**src/rtl/core/median_filter_5x5_defines.svh**
```systemverilog
// Assertion macros shared by the median filter RTL files.
`ifndef MEDIAN_FILTER_5X5_DEFINES_SVH
`define MEDIAN_FILTER_5X5_DEFINES_SVH

// The condition must hold in the same cycle as the trigger.
`define MF5_ASSERT_NOW(label, clk, rst_n, trig, cond, msg) \
    label: assert property (@(posedge clk) disable iff (!rst_n) (trig) |-> (cond)) \
        else $error(msg);

// The condition must hold in the cycle after the trigger.
`define MF5_ASSERT_NEXT(label, clk, rst_n, trig, cond, msg) \
    label: assert property (@(posedge clk) disable iff (!rst_n) (trig) |=> (cond)) \
        else $error(msg);

`endif

```
**src/rtl/core/mf5_pkg.sv**
```systemverilog
// Shared constants and types of the 5x5 median filter.
package mf5_pkg;

    localparam int MAX_WIDTH    = 2048;
    localparam int HEIGHT_LIMIT = 2048;
    localparam int PIX_W        = 8;
    localparam int DIM_W        = 12;
    localparam int COL_W        = $clog2(MAX_WIDTH);
    localparam int ROW_W        = $clog2(HEIGHT_LIMIT);
    localparam int EFFW_W       = $clog2(MAX_WIDTH + 1);
    localparam int EFFH_W       = $clog2(HEIGHT_LIMIT + 1);

    // Each line store word holds one column of the four previous rows.
    localparam int ROWS        = 4;
    localparam int SLOT_W      = $clog2(ROWS);
    localparam int WORD_W      = ROWS * PIX_W;
    localparam int WIN         = ROWS + 1;
    localparam int TAPS        = WIN * WIN;
    localparam int MEDIAN_RANK = 12;
    localparam int EDGE        = 2;
    localparam int RANK_W      = $clog2(TAPS);
    localparam int MED_LAT     = 3;

    // Word slot that holds the centre pixel when it passes through.
    localparam logic [SLOT_W-1:0] SLOT_PASS   = SLOT_W'(EDGE);
    localparam logic [SLOT_W-1:0] SLOT_NARROW = SLOT_W'(ROWS - 1);

    // Queue depth must be a power of two.
    localparam int QUEUE_DEPTH = 4;
    localparam int QPTR_W      = $clog2(QUEUE_DEPTH);
    localparam int QCNT_W      = $clog2(QUEUE_DEPTH + 1);

    localparam int CFG_IDX_W = 1;
    localparam logic [CFG_IDX_W-1:0] CFG_WIDTH  = 1'b0;
    localparam logic [CFG_IDX_W-1:0] CFG_HEIGHT = 1'b1;

    localparam logic [DIM_W-1:0] WIDTH_RESET  = DIM_W'(640);
    localparam logic [DIM_W-1:0] HEIGHT_RESET = DIM_W'(480);

    typedef enum logic {
        FUNC_PIXEL = 1'b0,
        FUNC_FLUSH = 1'b1
    } t_func;

    typedef logic [PIX_W-1:0] t_pix;
    typedef logic [ROWS-1:0][PIX_W-1:0] t_word;
    typedef logic [TAPS-1:0][PIX_W-1:0] t_win;

    typedef struct packed {
        logic              is_pixel;
        logic              has_out;
        logic              inner;
        logic              last;
        t_pix              px;
        logic [COL_W-1:0]  col;
        logic [COL_W-1:0]  paddr;
        logic [SLOT_W-1:0] slot;
    } t_job;

    typedef struct packed {
        logic inner;
        logic last;
        t_pix pass_pix;
    } t_ctl;

endpackage

```
**src/rtl/core/mf5_front.sv**
```systemverilog
// Front end: configuration registers, raster counters and word classification.
`include "median_filter_5x5_defines.svh"

module mf5_front (
    input  logic                          i_clk,
    input  logic                          i_rst_n,
    input  logic                          i_cfg_valid,
    output logic                          o_cfg_ready,
    input  logic [mf5_pkg::CFG_IDX_W-1:0] i_cfg_index,
    input  logic [mf5_pkg::DIM_W-1:0]     i_cfg_data,
    input  logic                          i_in_valid,
    output logic                          o_in_ready,
    input  logic                          i_func,
    input  logic [mf5_pkg::PIX_W-1:0]     i_pixel_in,
    input  logic                          i_q_full,
    output logic                          o_q_push,
    output mf5_pkg::t_job                 o_q_job
);

    logic [mf5_pkg::DIM_W-1:0]  r_width;
    logic [mf5_pkg::DIM_W-1:0]  r_height;
    logic [mf5_pkg::EFFW_W-1:0] w_eff;
    logic [mf5_pkg::EFFH_W-1:0] h_eff;
    logic [mf5_pkg::COL_W-1:0]  r_in_col, n_in_col;
    logic [mf5_pkg::ROW_W-1:0]  r_in_row, n_in_row;
    logic [mf5_pkg::COL_W-1:0]  r_out_col, n_out_col;
    logic [mf5_pkg::ROW_W-1:0]  r_out_row, n_out_row;
    logic                       r_tail, n_tail;
    logic cfg_acc, in_acc, is_flush, width_one;
    logic in_col_end, in_row_end, out_col_end, out_row_end;
    logic out_now, inner, take_pixel, take_flush;

    assign o_cfg_ready = 1'b1;
    assign o_in_ready  = !i_q_full;
    assign cfg_acc     = i_cfg_valid && o_cfg_ready;
    assign in_acc      = i_in_valid && o_in_ready;
    assign is_flush    = (mf5_pkg::t_func'(i_func) == mf5_pkg::FUNC_FLUSH);

    // Out-of-range sizes are clamped to the nearest legal value.
    always_comb begin
        if (r_width == '0) begin
            w_eff = mf5_pkg::EFFW_W'(1);
        end else if (32'(r_width) > mf5_pkg::MAX_WIDTH) begin
            w_eff = mf5_pkg::EFFW_W'(mf5_pkg::MAX_WIDTH);
        end else begin
            w_eff = mf5_pkg::EFFW_W'(r_width);
        end
        if (r_height == '0) begin
            h_eff = mf5_pkg::EFFH_W'(1);
        end else if (32'(r_height) > mf5_pkg::HEIGHT_LIMIT) begin
            h_eff = mf5_pkg::EFFH_W'(mf5_pkg::HEIGHT_LIMIT);
        end else begin
            h_eff = mf5_pkg::EFFH_W'(r_height);
        end
    end

    assign width_one   = (w_eff == mf5_pkg::EFFW_W'(1));
    assign in_col_end  = (32'(r_in_col) + 1 >= 32'(w_eff));
    assign in_row_end  = (32'(r_in_row) + 1 >= 32'(h_eff));
    assign out_col_end = (32'(r_out_col) + 1 >= 32'(w_eff));
    assign out_row_end = (32'(r_out_row) + 1 >= 32'(h_eff));

    // A result is due once the input is 2*width+2 pixels ahead of the output.
    assign out_now = width_one ? (32'(r_in_row) >= 2 * mf5_pkg::EDGE)
                   : ((32'(r_in_row) > mf5_pkg::EDGE)
                      || ((32'(r_in_row) == mf5_pkg::EDGE)
                          && (32'(r_in_col) >= mf5_pkg::EDGE)));

    assign inner = (32'(r_out_row) >= mf5_pkg::EDGE)
                && (32'(r_out_row) + mf5_pkg::EDGE < 32'(h_eff))
                && (32'(r_out_col) >= mf5_pkg::EDGE)
                && (32'(r_out_col) + mf5_pkg::EDGE < 32'(w_eff));

    // Pixels during a pending tail and flushes without one are dropped here.
    assign take_pixel = in_acc && !is_flush && !r_tail;
    assign take_flush = in_acc && is_flush && r_tail;
    assign o_q_push   = take_pixel || take_flush;

    always_comb begin
        o_q_job.is_pixel = !is_flush;
        o_q_job.has_out  = is_flush || out_now;
        o_q_job.inner    = !is_flush && inner;
        o_q_job.last     = is_flush && out_col_end && out_row_end;
        o_q_job.px       = i_pixel_in;
        o_q_job.col      = r_in_col;
        o_q_job.paddr    = r_out_col;
        if (is_flush) begin
            o_q_job.slot = mf5_pkg::SLOT_W'(32'(h_eff) - 32'(r_out_row) - 1);
        end else if (width_one) begin
            o_q_job.slot = mf5_pkg::SLOT_NARROW;
        end else begin
            o_q_job.slot = mf5_pkg::SLOT_PASS;
        end
    end

    always_comb begin
        n_in_col  = r_in_col;
        n_in_row  = r_in_row;
        n_out_col = r_out_col;
        n_out_row = r_out_row;
        n_tail    = r_tail;
        if (cfg_acc) begin
            n_in_col  = '0;
            n_in_row  = '0;
            n_out_col = '0;
            n_out_row = '0;
            n_tail    = 1'b0;
        end else if (take_pixel) begin
            if (in_col_end) begin
                n_in_col = '0;
                if (in_row_end) begin
                    n_in_row = '0;
                    n_tail   = 1'b1;
                end else begin
                    n_in_row = r_in_row + 1'b1;
                end
            end else begin
                n_in_col = r_in_col + 1'b1;
            end
            if (out_now) begin
                if (out_col_end) begin
                    n_out_col = '0;
                    n_out_row = r_out_row + 1'b1;
                end else begin
                    n_out_col = r_out_col + 1'b1;
                end
            end
        end else if (take_flush) begin
            if (out_col_end && out_row_end) begin
                n_out_col = '0;
                n_out_row = '0;
                n_tail    = 1'b0;
            end else if (out_col_end) begin
                n_out_col = '0;
                n_out_row = r_out_row + 1'b1;
            end else begin
                n_out_col = r_out_col + 1'b1;
            end
        end
    end

    always_ff @(posedge i_clk) begin
        if (!i_rst_n) begin
            r_width   <= mf5_pkg::WIDTH_RESET;
            r_height  <= mf5_pkg::HEIGHT_RESET;
            r_in_col  <= '0;
            r_in_row  <= '0;
            r_out_col <= '0;
            r_out_row <= '0;
            r_tail    <= 1'b0;
        end else begin
            if (cfg_acc) begin
                unique case (i_cfg_index)
                    mf5_pkg::CFG_WIDTH:  r_width  <= i_cfg_data;
                    mf5_pkg::CFG_HEIGHT: r_height <= i_cfg_data;
                    default: ;
                endcase
            end
            r_in_col  <= n_in_col;
            r_in_row  <= n_in_row;
            r_out_col <= n_out_col;
            r_out_row <= n_out_row;
            r_tail    <= n_tail;
        end
    end

    `MF5_ASSERT_NOW(a_tail_input_parked, i_clk, i_rst_n, r_tail, (r_in_col == '0) && (r_in_row == '0), "input counters must rest at zero while the tail is pending")
    `MF5_ASSERT_NOW(a_out_row_in_frame, i_clk, i_rst_n, 1'b1, 32'(r_out_row) < 32'(h_eff), "output row ran past the frame")

endmodule

```
**config.mk**
```make
export PLATFORM = sky130hd
export DESIGN_NAME = mf5_front
export DESIGN_NICKNAME = d
export VERILOG_FILES = /design/src/rtl/core/mf5_pkg.sv /design/src/rtl/core/mf5_front.sv
export VERILOG_INCLUDE_DIRS = /design/src /design/src/rtl/core
export SDC_FILE = /design/constraint.sdc
export NUM_CORES = 1
export LEC_CHECK = 0
export ABC_CLOCK_PERIOD_IN_PS = 3200
export BUFFER_PORTS_ARGS = -buffer_cell sky130_fd_sc_hd__buf_2
export CAP_MARGIN = 20
export CELL_PAD_IN_SITES_DETAIL_PLACEMENT = 0
export CELL_PAD_IN_SITES_GLOBAL_PLACEMENT = 1
export CORE_MARGIN = 4
export CORE_UTILIZATION = 40
export CTS_BUF_LIST = sky130_fd_sc_hd__clkbuf_16
export CTS_CLUSTER_DIAMETER = 150
export DETAILED_ROUTE_END_ITERATION = 7
export GPL_TIMING_DRIVEN = 1
export PLACE_DENSITY = 0.78
export SLEW_MARGIN = 20
export SYNTH_ARGS = -nofsm -noshare
export SYNTH_HDL_FRONTEND = slang
export SYNTH_SLANG_ARGS = --single-unit
```
**constraint.sdc**
```tcl
create_clock -name i_clk -period 3.2 [get_ports i_clk]
set_input_delay 0.48 -clock i_clk [delete_from_list [all_inputs] [get_ports i_clk]]
set_output_delay 0.48 -clock i_clk [all_outputs]
set_load 0.05 [all_outputs]
```
Word-level counts from Yosys, hierarchy flattened
Index checks and enable logic that the tools add are counted.
- word-level logic and storage cells: 92
- flip-flop bits (word level): 69
- input port bits: 27
- output and inout port bits: 39
- add/subtract/negate cells: 12
- bitwise logic cells: 2
- reduce and logical (&&, ||, !) cells: 29
- order comparisons: 13
- eq/ne operators: 5
- muxes and demuxes: 24
- operators by type and width (operator ; number):
    2-to-1 mux 11 bit ; 12
    adder 11 x 1 -> 12 bit, second input constant ; 4
    greater-or-equal comparator 12 bit ; 4
    2-to-1 mux 12 bit ; 4
    adder 11 x 1 -> 11 bit, second input constant ; 4
    greater-or-equal comparator 11 x 2 -> 1 bit, second input constant ; 3
    adder 11 x 2 -> 12 bit, second input constant ; 2
    greater-than comparator 12 bit, second input constant ; 2
    logical NOT 12 bit ; 2
    < comparator 12 bit ; 2
    logical AND 1 bit ; 13
    equality test 12 x 1 -> 1 bit, second input constant ; 1
    equality test 11 x 2 -> 1 bit, second input constant ; 1
    greater-or-equal comparator 11 x 3 -> 1 bit, second input constant ; 1
    greater-than comparator 11 x 2 -> 1 bit, second input constant ; 1
    AND reduction 2 bit ; 4
    2-to-1 mux 1 bit ; 7
    != test 2 bit, second input constant ; 3
    AND reduction 4 bit ; 1
    nonzero test 2 bit ; 2
    logical NOT 1 bit ; 3
    logical OR 1 bit ; 3
    2-to-1 mux 2 bit ; 1
    inverter 1 bit ; 2
    3 further kinds ; 3

Logic depth before layout (Yosys ltp)
Gate-level depths: netlist of the first run.
- depth after elaboration: 8
- gate-level depth with buffers: 16

Least setup slack after synthesis of the first run
Ideal clock, no wire load.
- kind: flip-flop to output port
- from: register r_out_col[2] in the netlist's numbering
- to: output o_q_job[32] in the netlist's numbering
- required time: 2.720 ns
- setup slack: -1.846 ns
- arrival time: 4.566 ns
- stages on the path, launching flop included: 15
- buffers on the path: 2
- cells stage by stage: dfxtp_1 -> ha_1 -> and3_1 -> and3_1 -> clkbuf_1 -> nand4_1 -> xnor2_1 -> ha_1 -> nand3_1 -> nand2_1 -> o211ai_1 -> a32oi_1 -> nand2_1 -> clkbuf_1 -> nor4_1
- RTL lines (element ; RTL line ; RTL):
    from (decl) ; mf5_front.sv:26 ; logic [mf5_pkg::COL_W-1:0] r_out_col, n_out_col;
    from (signal assigned) ; mf5_front.sv:161 ; r_out_col <= n_out_col;
    to (decl) ; mf5_front.sv:17 ; output mf5_pkg::t_job o_q_job

==> results of run 1 <==
==> power by group <==
group,internal (mW),switching [mW],leakage [nW]
Combinational,0.130,0.181,2.51
Sequential,0.869,0.0150,0.566
Clock,0.617,0.445,0.149
Total,1.62,0.641,3.23
==> stage by stage <==
step	instance area (um^2)	hold slack [ps]	setup TNS, ps	setup slack [ps]
after floorplan	5860	443	-313	-313
after global placement	6560	469	-2.92	-2.92
after detailed placement	6560	474	-132	-63.8
after CTS	7090	366	-383	-196
after global routing	7300	379	-3180	-423
final	7300	371	-1310	-244
==> layer usage <==
metal	global-route usage [%]	routed length [um]	part of all wire [%]	vias up
li1	-	-	-	2782
met2	35.9	8350	49	108
met3	3.25	535	3.2	41
met5	0	0	0	-
met1	25.3	7520	44	2642
met4	9.49	562	3.3	0
==> logic make-up (layout without fill, tap and decap cells) <==
logic type	after synthesis	count (layout)	synth area share [%]
other	1	1	0.0653
and+or+nand+nor	306	306	26.5
adders and majority gates	82	82	17.8
AOI/OAI and AO/OA	149	149	17.8
muxes	2	2	0.349
xor gates and xnor gates	53	53	8.09
DFF	69	69	24.1
buffers and inverters	67	168	5.36
==> cell usage after synthesis (4+ instances only) <==
master and instances:
and2_1 4, a31oi_1 8, nor2b_1 8, a32o_1 10, nand3_1 38, nor4_1 14, clkbuf_1 23, nand3_2 5
o211ai_1 6, a21oi_1 46, nand2b_1 10, ha_1 80, nand4_1 9, xnor2_1 29, nor3_1 12, o21ai_0 15
and3_1 15, buf_4 12, or3_1 7, nor2_1 38, xor2_1 24, nand3b_1 10, nand2_1 120, o2111ai_1 5
a21o_1 7, o21a_1 6, buf_2 9, o21ai_1 8, dfxtp_1 69, inv_1 21, a21boi_0 19
==> worst max-delay path, cell delays in order (launching register included) <==
cell	delay (ps)
dfxtp_4	400
ha_4	140
and3_4	190
and3_4	210
nand3_2	100
xnor2_2	150
ha_1	290
and3_4	170
a311oi_2	240
nand4_1	110
a41o_1	250
a31oi_4	180
buf_6	180
==> repair_timing <==
action,4_1_cts,5_1_grt
pin swaps,16,15
setup endpoints to repair,7,26
buffers inserted,14,6
resized for setup,30,39
==> final timing paths <==
| path | startpoint | end |
|---|---|---|
| setup / recovery | r_out_col[1] | o_q_job[33] |
| hold / removal | i_cfg_data[7] | r_width[7] |
| setup reg to reg | r_out_col[1] | r_out_row[3] |
| hold reg to reg | r_width[0] | r_width[0] |
==> layout make-up <==
cell class,instances,share of cell area (%)
Sequential cell,69,19.3
Clock inverter,7,1.11
Timing Repair Buffer,130,12.5
Multi-Input combinational cell,593,59.8
Tap cell,180,3.08
Clock buffer,9,3.08
Inverter,22,1.13
==> sequential cells by signal (all words and copies together) (netlist names) <==
| name | cells |
|---|---|
| r_in_col | 11 |
| r_width | 12 |
| r_height | 12 |
| r_out_row | 11 |
| r_in_row | 11 |
| r_out_col | 11 |
| r_tail | 1 |
==> out/results.md, run 1 <==
| Parameter | Reported | Unit |
|---|---|---|
| GRT overflow | 0 | - |
| Synthesized instance count | 729 | - |
| Proportion of netlist area held by the largest area contributor | 24.1 | % |
| Cell taking the most area after synthesis | dfxtp_1 | - |
| Global-route wire length before repair | 27,300 | um |
| Number of cells after detailed placement | 974 | - |
| Type of the worst setup path | reg -> out | - |
| Ys flop type | dfxtp_1 | - |
| Commonest non-fill, non-tap cell in the layout | nand2_1 | - |
| Post-detailed-route wirelength per cell | 16.8 | um |
| Violated checks | negative setup slack | - |
| Fraction of the yosys area taken by sequential cells | 24.1 | % |
| Number of design-rule violations left by the first detailed-router iteration | 279 | - |
| Via-to-Cell Ratio | 5.52 | - |
| Yosys Warn Count | 0 | - |
| Dpl hpwl | 12,900 | um |
| Number of design rule violations left after detail routing | 0 | - |
| Proportion of synthesized flip-flops having asynchronous set or reset | 0 | % |
| Routability Congestion | 0.930 | - |
| Minimum clock period after layout | 3440 | ps |
| Antenna violation net count after detailed routing | 0 | - |
| # Max-Cap Violations | 0 | - |
| CTS buffer count | 9 | - |
| Final clock skew | 6.27 | ps |
| Chip Height | 128 | um |
| Number of global-route vias before repair | 5,509 | - |
| Syn avg cell area | 7.87 | um^2 |
| Period utilisation layout | 108 | % |
| Area of combinational cells with multiple inputs | 0.00437 | mm^2 |
| Count of cells along the worst register-to-register path | 18 | - |
| Run status | finished, violations left | - |
| Crit-path max FO | 6 | - |
| Register Area | 0.00141 | mm^2 |
| Fmax | 290 | MHz |
| Overall power | 2.26 | mW |
| Total Routed Length | 17,000 | um |
| Count of standard-cell rows | 43 | - |
| Horizontal extent of the die | 128 | um |
| Fraction of layout instances using a drive strength above 1 | 26.7 | % |
| Cell Pwr Density | 309 | mW/mm^2 |
| Starting utilization of the core area | 41.0 | % |
| Via count | 5,573 | - |
| Number of antenna violations at the first check in global routing | 0 | - |
| Setup repair after global routing missed its margin | yes | - |
| Clock slew at reported path FFs | 70 | ps |
| Required time of the worst setup path | 2720 | ps |
| Least-Margin Pin Slew | 786 | ps |
| Area growth from synthesis to layout | 27.3 | % |
| Area enclosed by the die boundary | 0.0163 | mm^2 |
| Worst skew pair latency | 350 | ps |
| Non-filler cells, final | 1,010 | - |
| Endpoint class of the critical path | output port | - |
| Slack of the worst reg-to-reg path | -170 | ps |
| Pin count of the biggest net entering global routing | 27 | - |
| Worst setup SP type | flop | - |
| Number of buffers inserted for hold repair after clock tree synthesis | 0 | - |
| Number of enable-type register cells in the synthesized netlist | 0 | - |
| Area of the mapped netlist | 0.00574 | mm^2 |
| Final max-slew violation count | 0 | - |
| FF+latch count, synth | 69 | - |
| Number of hold violations in the final report | 0 | - |
| Buffers added on ports | 48 | - |
| Syn nets | 836 | - |
| Buffer levels on the longest clock path | 2 | - |
| Root Buffer | clkbuf_16 | - |
| All-layer global routing usage | 20.8 | % |
| Core Footprint | 0.0140 | mm^2 |
| Total of fill cells in the finished design | 1,294 | - |
| Cell types with the largest area share after synthesis | dfxtp_1 (24%), ha_1 (17%), nand2_1 (7.8%) | - |
| Commonest cells after routing, fill and taps aside | nand2_1 (118), ha_1 (76), buf_4 (75), dfxtp_1 (59), buf_2 (44) | - |
| Count of unique library cells instantiated by Yosys | 64 | - |
| Peak supply drop | 265 | uV |
| CTS tree | done | - |
| Level count of the clock H-tree | 3 | - |
| Count of pins on the block boundary | 66 | - |
| Relative slew slack | 47.6 | % |
| Worst Setup Slack, final | -244 | ps |
| Class of the tightest hold or removal check | in -> reg | - |
| Final Core Density | 52.2 | % |
| Drt pass-1 iters | 5 | - |
| Worst hold path depth | 3 | - |
| Leakage Power | 3.23 | nW |
| Net count reported at finish | 932 | - |
| Total setup violations reported at the end of the flow | 7 | - |
| Number of clock sinks | 69 | - |
| Critical path data arrival time | 2960 | ps |
| Number of antenna diodes | 0 | - |
No activity file was read; power rests on OpenSTA's default activity.
==> inputs of run 2 (changes only) <==
--- a/config.mk
+++ b/config.mk
@@ -6,7 +6,7 @@
 export SDC_FILE = /design/constraint.sdc
 export NUM_CORES = 1
 export LEC_CHECK = 0
-export ABC_CLOCK_PERIOD_IN_PS = 3200
+export ABC_CLOCK_PERIOD_IN_PS = 4430
 export BUFFER_PORTS_ARGS = -buffer_cell sky130_fd_sc_hd__buf_2
 export CAP_MARGIN = 20
 export CELL_PAD_IN_SITES_DETAIL_PLACEMENT = 0
@@ -17,7 +17,7 @@
 export CTS_CLUSTER_DIAMETER = 150
 export DETAILED_ROUTE_END_ITERATION = 7
 export GPL_TIMING_DRIVEN = 1
-export PLACE_DENSITY = 0.78
+export PLACE_DENSITY = 0.75
 export SLEW_MARGIN = 20
 export SYNTH_ARGS = -nofsm -noshare
 export SYNTH_HDL_FRONTEND = slang
==> constraint.sdc (replaced) <==
create_clock -name i_clk -period 4.43 [get_ports i_clk]
set_input_delay 0.6645 -clock i_clk [delete_from_list [all_inputs] [get_ports i_clk]]
set_output_delay 0.6645 -clock i_clk [all_outputs]
set_load 0.05 [all_outputs]
==> run 2 against run 1 <==
  * The run now ends clean
  * Clock power down 40%
  * Total power is 35% lower
  * Design area down 14%
  * Clock-buffer cell count stayed put
  * Critical path depth up 2
  * Combinational power is 42% lower
  * Clock skew grew 0.90 ps
  * Global-route usage decreased by 0.70 points
  * Critical endpoint is now o_q_job[32]
  * Largest cell class unchanged
  * Largest power group is now registers
==> out/results.md, run 2 (synthesis gave the netlist of run 1 again) <==
| Parameter | Reported | Unit |
|---|---|---|
| Number of design rule violations left after detail routing | 0 | - |
| Pin count of the biggest net entering global routing | 33 | - |
| Number of design-rule violations left by the first detailed-router iteration | 254 | - |
| Antenna violation net count after detailed routing | 0 | - |
| Number of antenna violations at the first check in global routing | 0 | - |
| Buffers added on ports | 48 | - |
| CTS buffer count | 9 | - |
| Reported net switching power | 0.399 | mW |
| Count of pins on the block boundary | 66 | - |
| Starting utilization of the core area | 41.0 | % |
| Dpl hpwl | 12,600 | um |
| Final max-slew violation count | 0 | - |
| Number of global-route vias before repair | 5,128 | - |
| Endpoint class of the critical path | output port | - |
| Placement-stage worst setup slack | 528 | ps |
| Routability Congestion | 0.930 | - |
| Overall power | 1.46 | mW |
| Post-detailed-route wirelength per cell | 17.2 | um |
| Commonest cells after routing, fill and taps aside | nand2_1 (120), ha_1 (80), dfxtp_1 (68), buf_2 (47), a21oi_1 (46) | - |
| Commonest non-fill, non-tap cell in the layout | nand2_1 | - |
| Stage delay of the slowest cell on the critical path | 440 | ps |
| Int Power | 1.06 | mW |
| Total setup violations reported at the end of the flow | 0 | - |
| Cell Pwr Density | 231 | mW/mm^2 |
| Required time of the worst setup path | 3770 | ps |
| Number of antenna diodes | 0 | - |
| Setup repair after global routing missed its margin | no | - |
| Destination of the worst register-to-register timing path | r_out_row[6] | - |
| Type of the worst setup path | reg -> out | - |
| Fmax | 241 | MHz |
| Class of the tightest hold or removal check | reg -> reg | - |
| Global-route wire length before repair | 26,400 | um |
| Relative slew slack | 34.8 | % |
| Area growth from synthesis to layout | 9.74 | % |
| Core Footprint | 0.0140 | mm^2 |
| Relative contribution of the clock network to total power | 43.4 | % |
| Crit-path max FO | 7 | - |
| Drt pass-1 iters | 4 | - |
| Worst Setup Slack, final | 278 | ps |
| Final clock skew | 7.17 | ps |
| Buffer levels on the longest clock path | 2 | - |
| Chip Height | 128 | um |
| Net count reported at finish | 856 | - |
| Worst skew pair latency | 340 | ps |
| Count of cells along the worst register-to-register path | 14 | - |
| Clock slew at reported path FFs | 60 | ps |
| Comb pwr share | 12.5 | % |
| Area enclosed by the die boundary | 0.0163 | mm^2 |
| Worst hold path depth | 2 | - |
| Number of clock sinks | 69 | - |
| Crit-path slowest cell | dfxtp_1 | - |
| All-layer global routing usage | 20.1 | % |
| Horizontal extent of the die | 128 | um |
| Crit path cell chain | ha_1 > nand3_2 > nor2_2 > nand3_1 > nor2_1 > xor2_1 > ha_1 > a211oi_1 > nand2_1 > nor3_1 > a32oi_2 > nand2_1 > nor4_4 > clkbuf_4 | - |
| Level count of the clock H-tree | 3 | - |
| Number of buffers inserted for hold repair after clock tree synthesis | 0 | - |
| # Max-Cap Violations | 0 | - |
| Final Core Density | 45.0 | % |
| Run status | complete, no violations | - |
| Fraction of layout instances using a drive strength above 1 | 11.0 | % |
| Setup TNS Final | 0 | ps |
| Worst reg2reg startpoint | r_out_col[1] | - |
| Minimum clock period after layout | 4150 | ps |
| CTS tree | done | - |
| GRT overflow | 0 | - |
| Critical path data arrival time | 3490 | ps |
| Count of standard-cell rows | 43 | - |
| Portion of total power attributed to sequential cells | 44.1 | % |
| Leakage Power | 2.77 | nW |
| Worst setup SP type | flop | - |
| Peak supply drop | 175 | uV |
| Least-Margin Pin Slew | 977 | ps |
| Endpoint of the worst hold path | r_width[4] | - |
| Root Buffer | clkbuf_16 | - |
| Via count | 5,221 | - |
| Start point of the worst hold path | r_width[4] | - |
| Sw frac | 27.4 | % |
| Via-to-Cell Ratio | 5.60 | - |
| Top flop regs | r_height (12), r_width (12) | - |
| Period utilisation layout | 93.7 | % |
| Number of hold violations in the final report | 0 | - |
| Total Routed Length | 16,100 | um |
| Slack of the worst reg-to-reg path | 690 | ps |
==> run 2: changes by cell type in the layout (fill, tap and decap cells not counted), sizes merged <==
cell and delta:
buf -76, bufinv -1, clkinv +1, inv -2
==> run 2: metal layers <==
metal  wire length, um  track usage, %  part of all wire, %
met4               473            7.49                  2.9
met3               678            3.88                  4.2
met5                 0               0                    0
met1              7470            25.8                   46
met2              7450            33.4                   46
==> run 2: repair_timing <==
item                       4_1_cts  5_1_grt
setup endpoints to repair        0        1
setup buffers                    0        0
gates resized for setup          0        3
==> run 2: layout make-up <==
type	instances	area [um^2]
Clock buffer	9	225
Clock inverter	5	22.5
Fill cell	1438	7690
Inverter	22	82.6
Multi-Input combinational cell	593	4070
Sequential cell	69	1380
Tap cell	180	225
Timing Repair Buffer	54	288
==> run 2: how the worst max path moves through the flow <==
stage | from | endpoint | slack, ps
after detailed placement | r_out_col[0] | o_q_job[32] | 530
after global placement | r_out_col[0] | o_q_job[32] | 600
final | r_out_col[1] | o_q_job[32] | 280
after global routing | r_out_col[1] | o_q_job[32] | 10
after floorplan | r_out_col[2] | o_q_job[32] | 70
after CTS | r_out_col[0] | o_q_job[32] | 130
==> run 2: worst max-delay path, delay by kind of cell (launching register included) <==
family	cells	cell delay, ps
fa+ha+maj	2	600
flops	1	440
xor+xnor	1	220
simple gates	8	1230
compound gates	2	410
buf+inv	1	230
==> run 2: per-stage QoR <==
step / std cells / hold slack, ps / instance area, um^2
after floorplan: 729 / 443 / 5750
after global placement: 918 / 462 / 6040
after detailed placement: 918 / 469 / 6040
after CTS: 932 / 476 / 6290
after global routing: 932 / 491 / 6300
final: 932 / 478 / 6300
==> run 2: power by group through the flow <==
stage	sequential (mW)	clock [mW]	combinational, mW
6_report	0.642	0.633	0.181
5_1_grt	0.643	0.675	0.203
4_1_cts	0.642	0.649	0.182
3_5_place_dp	0.656	0	0.181
3_3_place_gp	0.655	0	0.176
2_1_floorplan	0.653	0	0.142
