<file path="config.mk">
export PLATFORM = sky130hd
export DESIGN_NAME = mf5_queue
export DESIGN_NICKNAME = d
export VERILOG_FILES = /design/src/rtl/core/mf5_pkg.sv /design/src/rtl/core/mf5_queue.sv
export VERILOG_INCLUDE_DIRS = /design/src /design/src/rtl/core
export SDC_FILE = /design/constraint.sdc
export NUM_CORES = 1
export LEC_CHECK = 0
export ABC_AREA = 1
export BUFFER_PORTS_ARGS = -buffer_cell sky130_fd_sc_hd__clkbuf_2
export CORE_UTILIZATION = 35
export DETAILED_ROUTE_END_ITERATION = 8
export GPL_TIMING_DRIVEN = 0
export PLACE_DENSITY_LB_ADDON = 0.3
export SETUP_SLACK_MARGIN = 0.1
export SLEW_MARGIN = 20
export SYNTH_ARGS = -nofsm -noshare
export SYNTH_HDL_FRONTEND = slang
export SYNTH_SLANG_ARGS = --single-unit
</file>
<file path="constraint.sdc">
create_clock -name i_clk -period 3.1 [get_ports i_clk]
set_input_delay 0.62 -clock i_clk [delete_from_list [all_inputs] [get_ports i_clk]]
set_output_delay 0.62 -clock i_clk [all_outputs]
set_load 0.005 [all_outputs]
</file>
<file path="src/rtl/core/median_filter_5x5_defines.svh">
// Assertion macros shared by the median filter RTL files.
`ifndef MEDIAN_FILTER_5X5_DEFINES_SVH
`define MEDIAN_FILTER_5X5_DEFINES_SVH

// The condition must hold in the same cycle as the trigger.
`define MF5_ASSERT_NOW(label, clk, rst_n, trig, cond, msg) \
    label: assert property (@(posedge clk) disable iff (!rst_n) (trig) |-> (cond)) \
        else $error(msg);

// The condition must hold in the cycle after the trigger.
`define MF5_ASSERT_NEXT(label, clk, rst_n, trig, cond, msg) \
    label: assert property (@(posedge clk) disable iff (!rst_n) (trig) |=> (cond)) \
        else $error(msg);

`endif

</file>
<file path="src/rtl/core/mf5_pkg.sv">
// Shared constants and types of the 5x5 median filter.
package mf5_pkg;

    localparam int MAX_WIDTH    = 2048;
    localparam int HEIGHT_LIMIT = 2048;
    localparam int PIX_W        = 8;
    localparam int DIM_W        = 12;
    localparam int COL_W        = $clog2(MAX_WIDTH);
    localparam int ROW_W        = $clog2(HEIGHT_LIMIT);
    localparam int EFFW_W       = $clog2(MAX_WIDTH + 1);
    localparam int EFFH_W       = $clog2(HEIGHT_LIMIT + 1);

    // Each line store word holds one column of the four previous rows.
    localparam int ROWS        = 4;
    localparam int SLOT_W      = $clog2(ROWS);
    localparam int WORD_W      = ROWS * PIX_W;
    localparam int WIN         = ROWS + 1;
    localparam int TAPS        = WIN * WIN;
    localparam int MEDIAN_RANK = 12;
    localparam int EDGE        = 2;
    localparam int RANK_W      = $clog2(TAPS);
    localparam int MED_LAT     = 3;

    // Word slot that holds the centre pixel when it passes through.
    localparam logic [SLOT_W-1:0] SLOT_PASS   = SLOT_W'(EDGE);
    localparam logic [SLOT_W-1:0] SLOT_NARROW = SLOT_W'(ROWS - 1);

    // Queue depth must be a power of two.
    localparam int QUEUE_DEPTH = 4;
    localparam int QPTR_W      = $clog2(QUEUE_DEPTH);
    localparam int QCNT_W      = $clog2(QUEUE_DEPTH + 1);

    localparam int CFG_IDX_W = 1;
    localparam logic [CFG_IDX_W-1:0] CFG_WIDTH  = 1'b0;
    localparam logic [CFG_IDX_W-1:0] CFG_HEIGHT = 1'b1;

    localparam logic [DIM_W-1:0] WIDTH_RESET  = DIM_W'(640);
    localparam logic [DIM_W-1:0] HEIGHT_RESET = DIM_W'(480);

    typedef enum logic {
        FUNC_PIXEL = 1'b0,
        FUNC_FLUSH = 1'b1
    } t_func;

    typedef logic [PIX_W-1:0] t_pix;
    typedef logic [ROWS-1:0][PIX_W-1:0] t_word;
    typedef logic [TAPS-1:0][PIX_W-1:0] t_win;

    typedef struct packed {
        logic              is_pixel;
        logic              has_out;
        logic              inner;
        logic              last;
        t_pix              px;
        logic [COL_W-1:0]  col;
        logic [COL_W-1:0]  paddr;
        logic [SLOT_W-1:0] slot;
    } t_job;

    typedef struct packed {
        logic inner;
        logic last;
        t_pix pass_pix;
    } t_ctl;

endpackage

</file>
<file path="src/rtl/core/mf5_queue.sv">
// Short job queue between the front end and the filter back end.
`include "median_filter_5x5_defines.svh"

module mf5_queue (
    input  logic          i_clk,
    input  logic          i_rst_n,
    input  logic          i_push,
    input  mf5_pkg::t_job i_job,
    input  logic          i_pop,
    output logic          o_full,
    output logic          o_empty,
    output mf5_pkg::t_job o_head
);

    mf5_pkg::t_job               r_mem [mf5_pkg::QUEUE_DEPTH];
    logic [mf5_pkg::QPTR_W-1:0]  r_wp;
    logic [mf5_pkg::QPTR_W-1:0]  r_rp;
    logic [mf5_pkg::QCNT_W-1:0]  r_count;

    assign o_full  = (r_count == mf5_pkg::QCNT_W'(mf5_pkg::QUEUE_DEPTH));
    assign o_empty = (r_count == '0);
    assign o_head  = r_mem[r_rp];

    always_ff @(posedge i_clk) begin
        if (!i_rst_n) begin
            r_wp    <= '0;
            r_rp    <= '0;
            r_count <= '0;
        end else begin
            if (i_push) begin
                r_wp <= r_wp + 1'b1;
            end
            if (i_pop) begin
                r_rp <= r_rp + 1'b1;
            end
            r_count <= r_count + mf5_pkg::QCNT_W'(i_push) - mf5_pkg::QCNT_W'(i_pop);
        end
    end

    always_ff @(posedge i_clk) begin
        if (i_push) begin
            r_mem[r_wp] <= i_job;
        end
    end

    `MF5_ASSERT_NOW(a_no_pop_when_empty, i_clk, i_rst_n, i_pop, !o_empty, "job queue popped while empty")

endmodule

</file>
Word-level counts from Yosys, hierarchy flattened
Memory sizes are Yosys's and may differ from the RTL's. A register that Yosys moved wholly into a read port is not among the register bits.
Index checks and enable logic that the tools add are counted.
{"block": "totals", "mem_count": 1, "wordCells": 14, "ramBits": 144, "reg_bits": 7, "in_bits": 40, "output_inout_bits": 38}
{"block": "classes", "n_reduce_logical": 1, "add_sub_neg": 4, "eq_ne": 1, "muxes": 4}
{"name": "r_mem", "depth": 4, "word_bits": 36, "rd": 1, "rd_ports_with_merged_regs": 1, "wr": 1, "line": "mf5_queue.sv:15", "text": "mf5_pkg::t_job r_mem [mf5_pkg::QUEUE_DEPTH];"}
{"cell": "adder 2 x 1 -> 2 bit, second input constant", "count": 2}
{"cell": "two-way mux 2 bit", "count": 2}
{"cell": "adder 3 x 1 -> 3 bit", "count": 1}
{"cell": "equality test 3 bit, second input constant", "count": 1}
{"cell": "logical NOT 3 bit", "count": 1}
{"cell": "subtractor 3 x 1 -> 3 bit", "count": 1}
{"cell": "two-way mux 1 bit", "count": 2}

Logic depth before layout (Yosys ltp)
Gate-level depths: netlist of the first run.
{"block": "logic_depth", "word_depth": 3, "depth_mapped": 9, "depth_no_buf": 9}

Worst setup path before layout of the first run
Ideal clock, no wire load.
{"block": "synth_path", "path_type": "in2reg", "from": "input i_pop", "to": "register r_count[2] (netlist name)", "path_slack_ns": 1.344, "required_time_ns": 2.985, "arrival_time_ns": 1.641, "stages": 8, "path_buffers": 0, "setup_time_ns": 0.115, "cell_sequence": "ha_1 -> inv_1 -> ha_1 -> fa_1 -> inv_1 -> nand3_1 -> nand2_1 -> nor2_1"}
{"block": "synth_between", "elab_chain_cells": 1}
{"item": "from (decl)", "line": "mf5_queue.sv:9", "text": "input logic i_pop,"}
{"item": "subtractor 3 x 1 -> 3 bit", "line": "mf5_queue.sv:36", "text": "r_count <= r_count + mf5_pkg::QCNT_W'(i_push) - mf5_pkg::QCNT_W'(i_pop);"}
{"item": "to (signal assigned)", "line": "mf5_queue.sv:36"}
{"item": "to (decl)", "line": "mf5_queue.sv:18", "text": "logic [mf5_pkg::QCNT_W-1:0] r_count;"}
No other way between the ends.
A chain may end at the register's enable or synchronous reset.

==> results of run 1 <==
through the flow:
step / setup slack (ps) / total power (uW) / util
final: 768 / 4880 / 0.439
after detailed placement: 1140 / 2940 / 0.406
after global routing: 612 / 5060 / 0.439
after global placement: 514 / 2910 / 0.400
after CTS: 719 / 4930 / 0.439
after floorplan: 1340 / 2700 / -
flip-flops by register name (all words and copies together) (netlist names), named ones only:
| name | cells |
|---|---|
| r_mem | 144 |
| r_wp | 2 |
| r_count | 3 |
| r_rp | 2 |
power groups by stage:
stage          Sequential [uW]  Combinational [uW]  Clock (uW)
2_1_floorplan             2430                 275           0
3_3_place_gp              2430                 483           0
3_5_place_dp              2430                 511           0
4_1_cts                   2390                 513        2030
5_1_grt                   2390                 562        2110
6_report                  2390                 498        1990
critical path, stage by stage (launching register included):
cell	delay [ps]
dfxtp_1	330
buf_6	130
clkbuf_1	410
o21ai_0	180
nand2_1	120
clkbuf_2	130
area by class of cell:
class                      instances  area share
sequential                       153       0.587
inverter                          88      0.0431
clock buffer                      19      0.0590
multi-input combinational        211       0.172
clock inverter                    13      0.0166
buffer                            24      0.0217
timing repair buffer              81      0.0636
tap                              225      0.0367
layout by cell type, fill, tap and decap left out, types with 2 or more instances in the layout:
cell type / instances
bufinv_16: 2
clkbuf_16: 17
clkinv_4: 2
inv_1: 84
dfxtp_1: 9
nor2_1: 2
ha_1: 6
clkinvlp_4: 2
clkinv_2: 7
o211ai_2: 34
o21ai_0: 38
inv_2: 4
nand2_1: 62
o211ai_1: 2
clkbuf_8: 2
buf_6: 8
clkbuf_2: 77
buf_16: 3
o21ai_1: 2
nand2_2: 20
edfxtp_1: 144
a21oi_1: 42
buf_2: 13
clkbuf_1: 3
routing by layer:
layer	up-vias	share of wire	wire length [um]
li1	1844	-	-
met1	1795	0.43	5710
met2	80	0.50	6710
met3	15	0.049	657
met4	0	0.017	231
met5	-	0	0
worst min-delay path by stage:
stage                               to  startpoint  depth (start not counted)
after floorplan                   flop     r_rp[1]                          2
after global placement         r_rp[1]     r_rp[1]                          2
after detailed placement          flop     r_rp[1]                          2
after CTS                 r_mem[0][23]   i_job[23]                          1
after global routing       r_mem[2][9]    i_job[9]                          1
final                     r_mem[2][23]   i_job[23]                          1
cell families after synthesis:
family,count (synthesis)
buffers and inverters,112
flip-flops,153
adder cells (fa/ha/maj),7
AO/OA/AOI/OAI,118
AND/OR/NAND/NOR,86
==> results.rst, run 1 <==
.. list-table::
   :header-rows: 1

   * - Metric
     - Value
   * - Routing usage on met3
     - 0.0347
   * - Maximum clock skew at final layout
     - 4.40 ps
   * - Net count, final
     - 623
   * - Synthesis-to-layout area growth
     - 21.4%
   * - Worst Path Max Fanout
     - 10
   * - Y dimension of the die
     - 136 um
   * - Post-layout minimum cycle time
     - 2330 ps
   * - Met2 Usage GRT
     - 0.260
   * - Non-filler instance count after layout
     - 814
   * - Maximum number of pins on one net before global-route repair
     - 22
   * - Total iterations of the first detailed-routing run
     - 4
   * - Endpoint kind of the worst setup timing path
     - primary output
   * - Floorplan core area
     - 17500 um^2
   * - P_int
     - 3760 uW
   * - Vias in the first global route
     - 3850
   * - Starting utilization of the core area
     - 0.362
   * - Final Slew Violations
     - 0
   * - Startpoint of the lowest-slack register-to-register path
     - r_wp[0]
   * - DRT Wirelength
     - 13.3 mm
   * - Result of the run
     - finished, final reports clean
   * - CP required
     - 2480 ps
   * - Total clock buffers created by CTS
     - 17
   * - Power per cell area
     - 636 nW/um^2
   * - Share of total power in sequential cells
     - 0.490
   * - Cell type contributing the most total cell area after synthesis
     - edfxtp_1
   * - Static leakage
     - 0.00306 uW
   * - Combined flip-flop and latch cell area
     - 4500 um^2
   * - Top flip-flop cell by instance count after synthesis
     - edfxtp_1
   * - Remaining global-route overflow
     - 0
   * - Number of antenna violations at the first check in global routing
     - 0
   * - Type of origin of the critical path
     - flop
   * - Die area
     - 18600 um^2
   * - Unrepaired setup endpoints after global routing
     - no
   * - Slack of the worst reg-to-reg path
     - 1480 ps
   * - Post-detailed-route DRC marker count
     - 0
   * - Detail Placement HPWL
     - 8.54 mm
   * - Fraction of the mapped netlist area in compound gates
     - 0.135
   * - Area share of the leading cell type in the synthesized netlist
     - 0.684
   * - Portion of the clock cycle consumed by the worst path in the final layout
     - 0.752
   * - Maximum root-to-sink buffer count
     - 2
   * - Comb power frac
     - 0.102
   * - Startpoint-to-endpoint class of the critical path
     - flop to primary output
   * - Share of async-settable or async-resettable flops after synthesis
     - 0
   * - Clock latency at the later pin of the worst-skew pair
     - 420 ps
   * - Leading cell types by count after synthesis
     - 144 x edfxtp_1, 88 x inv_1, 62 x nand2_1, 42 x a21oi_1, 38 x o21ai_0
   * - Crit path capture
     - o_head[3]
   * - First-pass GRT wire length
     - 20.5 mm
   * - # resized after CTS
     - 0
   * - Share of synthesized area spent on multiplexers
     - 0
   * - Layout Cell Area excl Fill
     - 7670 um^2
   * - Post-detailed-route via-to-cell ratio
     - 4.59
   * - Placer congestion estimate
     - 0.690
   * - Horizontal die dimension
     - 136 um
   * - Peak ir drop on the vdd network
     - 373 uV
   * - Number of distinct library cells after synthesis
     - 18
   * - Max-Slew Margin vs Limit
     - 0.638
   * - Mean cell area of the mapped netlist
     - 13.3 um^2
   * - Standard-cell row count
     - 48
   * - Library cell with the highest instance count after synthesis
     - edfxtp_1
   * - Clock transition at the registers of the reported paths
     - 60 ps
   * - Total negative setup slack
     - 0 ps
   * - Count of filler cells inserted in the layout
     - 1578
   * - CTS Sinks
     - 153
   * - Ratio of cells with drive above 1 in the final layout
     - 0.326
   * - Type of the tightest min-delay check
     - primary input to flop
   * - Combinational family with the most area after synthesis
     - compound AO/OA/AOI/OAI gates
   * - Share of synthesized cell area in and, or, nand and nor gates
     - 0.0594
   * - Post-Syn Instances
     - 476
   * - Least-Margin Pin Slew
     - 542 ps
   * - Total of flip-flops plus latches after synthesis
     - 153
   * - Worst-case hold slack
     - 417 ps
   * - Clock tree root buffer cell
     - clkbuf_16
   * - Remaining antenna violation count after routing
     - 0
   * - Post-placement cell area
     - 7090 um^2
   * - Busiest layer in global routing
     - met2
   * - Top-level I/O count
     - 78
   * - Switching component of the power
     - 1110 uW
   * - CTS tree
     - done
   * - Multi-input combinational cell area
     - 1320 um^2
   * - Via count
     - 3734
   * - Register area share after synthesis
     - 0.712
   * - Hold-fix buffers at CTS
     - 0
   * - Clock share of power
     - 0.408
   * - Count of antenna diodes in the layout
     - 0
   * - Area of the mapped netlist
     - 6320 um^2
   * - Met1 capacity usage during global routing
     - 0.190
   * - Post-synthesis share of cell area spent on xor and xnor gates
     - 0
   * - Synthesized Nets
     - 523
   * - Number of H-tree levels
     - 4
   * - Initial detailed-routing violation count
     - 259
   * - Total global-route track usage
     - 0.154
   * - Count of max-cap constraint violations
     - 0
   * - I/O Buffers
     - 77
   * - Final hold vios
     - 0
   * - Yosys synthesis warning count
     - 0
   * - Adder-Cell Fraction of Synth Area
     - 0.0150
   * - Largest cells by area after synthesis
     - edfxtp_1 68%, o211ai_2 6.7%, inv_1 5.2%
   * - Drt wl/cell
     - 16.3 um
   * - Fmax
     - 0.429 GHz
   * - Switching power share of the total
     - 0.228
   * - Number of flops mapped to enable cells by yosys
     - 144
   * - Final setup vio count
     - 0
   * - Worst path arrival time
     - 1710 ps
   * - Post-placement cell count
     - 782
   * - Post-CTS Setup Bufs
     - 0
   * - Worst R2R End
     - r_mem[2][16]
   * - R2R cell count
     - 5
Note: power is estimated with default switching activity, not from simulation.
==> run 2: changes to the inputs <==
==> constraint.sdc (replaced) <==
create_clock -name i_clk -period 2.3 [get_ports i_clk]
set_input_delay 0.46 -clock i_clk [delete_from_list [all_inputs] [get_ports i_clk]]
set_output_delay 0.46 -clock i_clk [all_outputs]
set_load 0.005 [all_outputs]
==> results.rst, run 2 (synthesis results as in run 1) <==
.. list-table::
   :header-rows: 1

   * - Metric
     - Value
   * - Synthesis-to-layout area growth
     - 21.6%
   * - Leading cell types in the layout, fill and taps excluded
     - 144 x edfxtp_1, 84 x inv_1, 80 x clkbuf_2, 62 x nand2_1, 42 x a21oi_1
   * - Buf/Inv on CP
     - 4 (+1)
   * - Starting utilization of the core area
     - 0.362 (unchanged)
   * - Standard-cell row count
     - 48 (unchanged)
   * - Least-Margin Pin Slew
     - 542 ps (-0.131 ps)
   * - Worst Path Max Fanout
     - 10 (unchanged)
   * - Largest register by flop count
     - r_mem
   * - Slack of the worst reg-to-reg path
     - 680 ps (-800 ps)
   * - Initial detailed-routing violation count
     - 245 (-5.4%)
   * - Post-Place Worst Slack
     - 500 ps (-640 ps)
   * - Horizontal die dimension
     - 136 um (unchanged)
   * - Peak ir drop on the vdd network
     - 502 uV (+35%)
   * - Remaining global-route overflow
     - 0 (unchanged)
   * - Final Slew Violations
     - 0 (unchanged)
   * - Total global-route track usage
     - 0.154 (about the same)
   * - Layout Cell Area excl Fill
     - 7690 um^2 (+0.18%)
   * - Portion of the clock cycle consumed by the worst path in the final layout
     - 0.897
   * - Maximum number of pins on one net before global-route repair
     - 22 (unchanged)
   * - Maximum root-to-sink buffer count
     - 2 (unchanged)
   * - Type of the tightest min-delay check
     - primary input to flop
   * - Most prevalent standard cell on the critical path
     - buf_6
   * - Utilization of the core after routing
     - 0.440 (+0.000788)
   * - Maximum clock skew at final layout
     - 4.65 ps (+0.253 ps)
   * - Worst path arrival time
     - 1600 ps (-110 ps)
   * - Clock transition at the registers of the reported paths
     - 60 ps (about the same)
   * - Unrepaired setup endpoints after global routing
     - yes
   * - CTS tree
     - done
   * - Startpoint-to-endpoint class of the critical path
     - flop to primary output
   * - Post-CTS Setup Bufs
     - 0 (unchanged)
   * - Count of max-cap constraint violations
     - 0 (unchanged)
   * - Post-detailed-route DRC marker count
     - 0 (unchanged)
   * - Number of H-tree levels
     - 4 (unchanged)
   * - Worst path cell trace
     - buf_6, buf_6, buf_6, o211ai_2, nand2_1, clkbuf_2
   * - Net count, final
     - 623 (unchanged)
   * - Peak per-stage delay on the critical path
     - 330 ps (-80 ps)
   * - Cell family with the largest share of critical-path delay
     - buffers and inverters
   * - Endpoint kind of the worst setup timing path
     - primary output
   * - First-pass GRT wire length
     - 20.5 mm (about the same)
   * - Standard cell with the maximum stage delay on the critical path
     - dfxtp_1
   * - CP required
     - 1840 ps (-640 ps)
   * - Final setup vio count
     - 0 (unchanged)
   * - Final hold vios
     - 0 (unchanged)
   * - Number of antenna violations at the first check in global routing
     - 0 (unchanged)
   * - Power per cell area
     - 855 nW/um^2 (+35%)
   * - Fmax
     - 0.485 GHz
   * - Count of antenna diodes in the layout
     - 0 (unchanged)
   * - Top-level I/O count
     - 78 (unchanged)
   * - Post-route setup slack
     - 236 ps (-532 ps)
   * - CTS Sinks
     - 153 (unchanged)
   * - Result of the run
     - finished, final reports clean
   * - Drt wl/cell
     - 16.3 um (-0.44%)
   * - Post-layout minimum cycle time
     - 2060 ps
   * - Post-detailed-route via-to-cell ratio
     - 4.61 (+0.51%)
   * - Via count
     - 3753 (+0.51%)
   * - Total iterations of the first detailed-routing run
     - 5 (+1)
   * - Hold-fix buffers at CTS
     - 0 (unchanged)
   * - Vias in the first global route
     - 3859 (+0.23%)
   * - Ratio of cells with drive above 1 in the final layout
     - 0.331 (+0.00509)
   * - Max-Slew Margin vs Limit
     - 0.638 (about the same)
   * - Largest registers in the final layout
     - r_mem x144, r_count x3
   * - Remaining antenna violation count after routing
     - 0 (unchanged)
   * - Placer congestion estimate
     - 0.690 (unchanged)
   * - Type of origin of the critical path
     - flop
   * - Total clock buffers created by CTS
     - 17 (unchanged)
   * - Clock latency at the later pin of the worst-skew pair
     - 420 ps (about the same)
   * - Die area
     - 18600 um^2 (unchanged)
   * - Detail Placement HPWL
     - 8.54 mm (unchanged)
   * - Most common cell after layout, fill and taps aside
     - edfxtp_1
   * - Flip-flop count of the largest register after layout
     - 144 (unchanged)
   * - Total Power
     - 6570 uW (+35%)
   * - Clock tree root buffer cell
     - clkbuf_16
   * - Floorplan core area
     - 17500 um^2 (unchanged)
   * - Post-placement cell area
     - 7090 um^2 (unchanged)
   * - Static leakage
     - 0.00307 uW (+0.26%)
   * - I/O Buffers
     - 77 (unchanged)
   * - DRT Wirelength
     - 13.2 mm (-0.44%)
   * - Y dimension of the die
     - 136 um (unchanged)
-- run 2: cell types whose count changed in the layout (fill, tap and decap cells not counted), sizes merged --
cell    before  now
buf         25   21
clkbuf      99  103
-- run 2: path summary, 6_finish.rpt --
kind         startpoint            to  depth (start not counted)
max reg2reg     r_wp[0]  r_mem[2][15]                          5
min           i_job[23]  r_mem[2][23]                          1
max                flop     o_head[3]                          6
min reg2reg     r_rp[1]       r_rp[1]                          2
-- run 2: what timing repair did --
| item | 4_1_cts | 5_1_grt |
|---|---|---|
| setup endpoints to repair | 2 | 24 |
| hold endpoints to repair | 0 | 0 |
| gates cloned | 0 | 0 |
| gates resized for setup | 2 | 6 |
-- run 2: through the flow --
step                      TNS [ps]  hold WS, ps  std cells
after floorplan                  0          436        476
after global placement      -16060          451        778
after detailed placement         0          483        782
after CTS                        0          242        814
after global routing             0          245        814
final                            0          257        814
-- run 2: area by class of cell --
| cell class | count | area (um^2) |
|---|---|---|
| Buffer | 24 | 180 |
| Multi-Input combinational cell | 211 | 1320 |
| Tap cell | 225 | 282 |
| Inverter | 88 | 330 |
| Sequential cell | 153 | 4500 |
| Timing Repair Buffer | 81 | 488 |
| Fill cell | 1576 | 9790 |
| Clock inverter | 13 | 128 |
| Clock buffer | 19 | 453 |
-- run 2: power by group --
part	total, uW	switching, uW	leakage (uW)	internal, uW
clock	2680	1040	0.000288	1640
sequential	3220	35.3	0.00140	3180
combinational	675	421	0.00139	254
total	6570	1500	0.00307	5080
-- run 2: routing by layer --
layer / up-vias / part of all wire / track usage
li1: 1842 / - / -
met3: 16 / 0.055 / 0.0347
met5: - / 0 / 0
met1: 1803 / 0.43 / 0.190
met4: 0 / 0.017 / 0.0648
met2: 92 / 0.50 / 0.260
==> run 3: changes to the inputs <==
--- a/config.mk
+++ b/config.mk
@@ -11,6 +11,7 @@
 export CORE_UTILIZATION = 35
 export DETAILED_ROUTE_END_ITERATION = 8
 export GPL_TIMING_DRIVEN = 0
+export HOLD_SLACK_MARGIN = 0.08
 export PLACE_DENSITY_LB_ADDON = 0.3
 export SETUP_SLACK_MARGIN = 0.1
 export SLEW_MARGIN = 20
==> constraint.sdc (replaced) <==
create_clock -name i_clk -period 2.3 [get_ports i_clk]
set_input_delay 0 -clock i_clk [delete_from_list [all_inputs] [get_ports i_clk]]
set_output_delay 0 -clock i_clk [all_outputs]
set_load 0.005 [all_outputs]
==> results.rst, run 3 (synthesis results as in run 1) <==
.. list-table::
   :header-rows: 1

   * - Metric
     - Value
   * - P_int
     - 5120 uW (+0.81%)
   * - Remaining antenna violation count after routing
     - 0 (unchanged)
   * - Top-level I/O count
     - 78 (unchanged)
   * - Type of origin of the critical path
     - flop
   * - Startpoint-to-endpoint class of the critical path
     - flop to primary output
   * - Final setup vio count
     - 0 (unchanged)
   * - Share of total power in sequential cells
     - 0.485 (-0.005)
   * - Standard cell with the maximum stage delay on the critical path
     - clkbuf_1
   * - Floorplan core area
     - 17500 um^2 (unchanged)
   * - First-pass GRT wire length
     - 20.8 mm (+1.7%)
   * - Cell family with the largest share of critical-path delay
     - buffers and inverters
   * - Number of antenna violations at the first check in global routing
     - 0 (unchanged)
   * - Largest registers in the final layout
     - r_mem x144, r_count x3
   * - Maximum clock skew at final layout
     - 5.96 ps (+1.31 ps)
   * - Worst Path Max Fanout
     - 10 (unchanged)
   * - Synthesis-to-layout area growth
     - 27.7%
   * - Leading cell types in the layout, fill and taps excluded
     - 144 x edfxtp_1, 84 x inv_1, 77 x clkbuf_2, 62 x nand2_1, 42 x a21oi_1
   * - Vias in the first global route
     - 3970 (+2.9%)
   * - Total global-route track usage
     - 0.156 (+0.00211)
   * - CTS tree
     - done
   * - Number of H-tree levels
     - 4 (unchanged)
   * - Least-Margin Pin Slew
     - 556 ps (+13.8 ps)
   * - Die area
     - 18600 um^2 (unchanged)
   * - Y dimension of the die
     - 136 um (unchanged)
   * - Result of the run
     - finished, final reports clean
   * - Drt wl/cell
     - 15.8 um (-3.1%)
   * - Post-route setup slack
     - 576 ps (+340 ps)
   * - Worst path cell trace
     - buf_6, clkbuf_1, o21ai_0, nand2_1, clkbuf_2
   * - Type of the tightest min-delay check
     - primary input to flop
   * - Most common cell after layout, fill and taps aside
     - edfxtp_1
   * - Comb power frac
     - 0.110 (+0.007)
   * - Post-detailed-route DRC marker count
     - 0 (unchanged)
   * - Largest register by flop count
     - r_mem
   * - Final hold vios
     - 0 (unchanged)
   * - Clock share of power
     - 0.405 (-0.003)
   * - CTS Sinks
     - 153 (unchanged)
   * - Portion of the clock cycle consumed by the worst path in the final layout
     - 0.750 (-0.148)
   * - Post-layout minimum cycle time
     - 1720 ps (-340 ps)
   * - DRT Wirelength
     - 13.5 mm (+1.7%)
   * - Maximum number of pins on one net before global-route repair
     - 22 (unchanged)
   * - Power per cell area
     - 822 nW/um^2 (-3.9%)
   * - Worst-case hold slack
     - 336 ps (+79.5 ps)
   * - Buf/Inv on CP
     - 3 (-1)
   * - I/O Buffers
     - 77 (unchanged)
   * - Peak per-stage delay on the critical path
     - 420 ps (+90 ps)
   * - CP required
     - 2300 ps (+460 ps)
   * - Starting utilization of the core area
     - 0.362 (unchanged)
   * - Fmax
     - 0.580 GHz (+20%)
   * - Clock transition at the registers of the reported paths
     - 60 ps (about the same)
   * - Total negative setup slack
     - 0 ps (unchanged)
   * - Post-Place Worst Slack
     - 654 ps (+154 ps)
   * - Ratio of cells with drive above 1 in the final layout
     - 0.305 (-0.0258)
   * - Detail Placement HPWL
     - 8.54 mm (unchanged)
   * - Static leakage
     - 0.00323 uW (+5.2%)
   * - Count of max-cap constraint violations
     - 0 (unchanged)
   * - Switching component of the power
     - 1520 uW (+1.3%)
   * - Flip-flop count of the largest register after layout
     - 144 (unchanged)
   * - Horizontal die dimension
     - 136 um (unchanged)
   * - Initial detailed-routing violation count
     - 229 (-6.5%)
   * - Standard-cell row count
     - 48 (unchanged)
   * - Total clock buffers created by CTS
     - 17 (unchanged)
   * - Worst path arrival time
     - 1720 ps (+120 ps)
   * - Peak ir drop on the vdd network
     - 504 uV (+0.39%)
   * - Total iterations of the first detailed-routing run
     - 4 (-1)
   * - Remaining global-route overflow
     - 0 (unchanged)
   * - Post-detailed-route via-to-cell ratio
     - 4.54 (-1.5%)
   * - Via count
     - 3879 (+3.4%)
   * - Count of antenna diodes in the layout
     - 0 (unchanged)
   * - Placer congestion estimate
     - 0.690 (unchanged)
   * - Clock latency at the later pin of the worst-skew pair
     - 420 ps (about the same)
   * - Max-Slew Margin vs Limit
     - 0.629 (-0.00923)
   * - Post-placement cell area
     - 7090 um^2 (unchanged)
   * - Endpoint kind of the worst setup timing path
     - primary output
   * - Net count, final
     - 663 (+6.4%)
   * - Unrepaired setup endpoints after global routing
     - no
   * - Switching power share of the total
     - 0.229 (+0.000909)
   * - Utilization of the core after routing
     - 0.462 (+0.0221)
   * - Clock tree root buffer cell
     - clkbuf_16
   * - Final Slew Violations
     - 0 (unchanged)
   * - Maximum root-to-sink buffer count
     - 2 (unchanged)
   * - Layout Cell Area excl Fill
     - 8070 um^2 (+5.0%)
==> run 3: changes by cell type in the layout (fill, tap and decap cells not counted), sizes merged <==
| cell | before | now |
|---|---|---|
| dlygate4sd3 | 0 | 40 |
| buf | 21 | 25 |
| clkbuf | 103 | 99 |
==> run 3: layout make-up <==
type,count,area (um^2)
fillers,1570,9400
flip-flops and latches,153,4500
multi-input cells,211,1320
repair buffers,121,888
clock buffers,19,453
inverters,88,330
well taps,225,282
plain buffers,24,166
clock inverters,13,128
==> run 3: path summary, 6_finish.rpt <==
path	slack [ps]	cells after the start	from	end
max	580	5	flop	o_head[3]
min	340	2	i_job[31]	r_mem[1][31]
max reg2reg	680	5	r_wp[0]	r_mem[2][16]
min reg2reg	500	2	r_rp[1]	r_rp[1]
==> run 3: repair_timing <==
action | CTS | global route
hold buffers | 40 | 0
setup buffers | 0 | 0
hold endpoints to repair | 153 | 0
resized for setup | 0 | 0
==> run 3: per-stage QoR <==
stage          std cells  power, uW
2_1_floorplan        476       3640
3_3_place_gp         778       3930
3_5_place_dp         782       3970
4_1_cts              854       6700
5_1_grt              854       6880
6_report             854       6630
==> run 3: metal layers <==
layer	vias up	part of all wire	track usage
met5	-	0	0
met4	0	0.017	0.0648
met3	17	0.041	0.0343
met2	82	0.50	0.265
met1	1856	0.44	0.192
li1	1924	-	-
==> run 3: power by group through the flow <==
stage                     logic [uW]  clock network (uW)  registers (uW)
after floorplan                  371                   0            3270
after global placement           651                   0            3280
after detailed placement         689                   0            3280
after CTS                        747                2730            3220
after global routing             817                2840            3230
final                            727                2690            3220
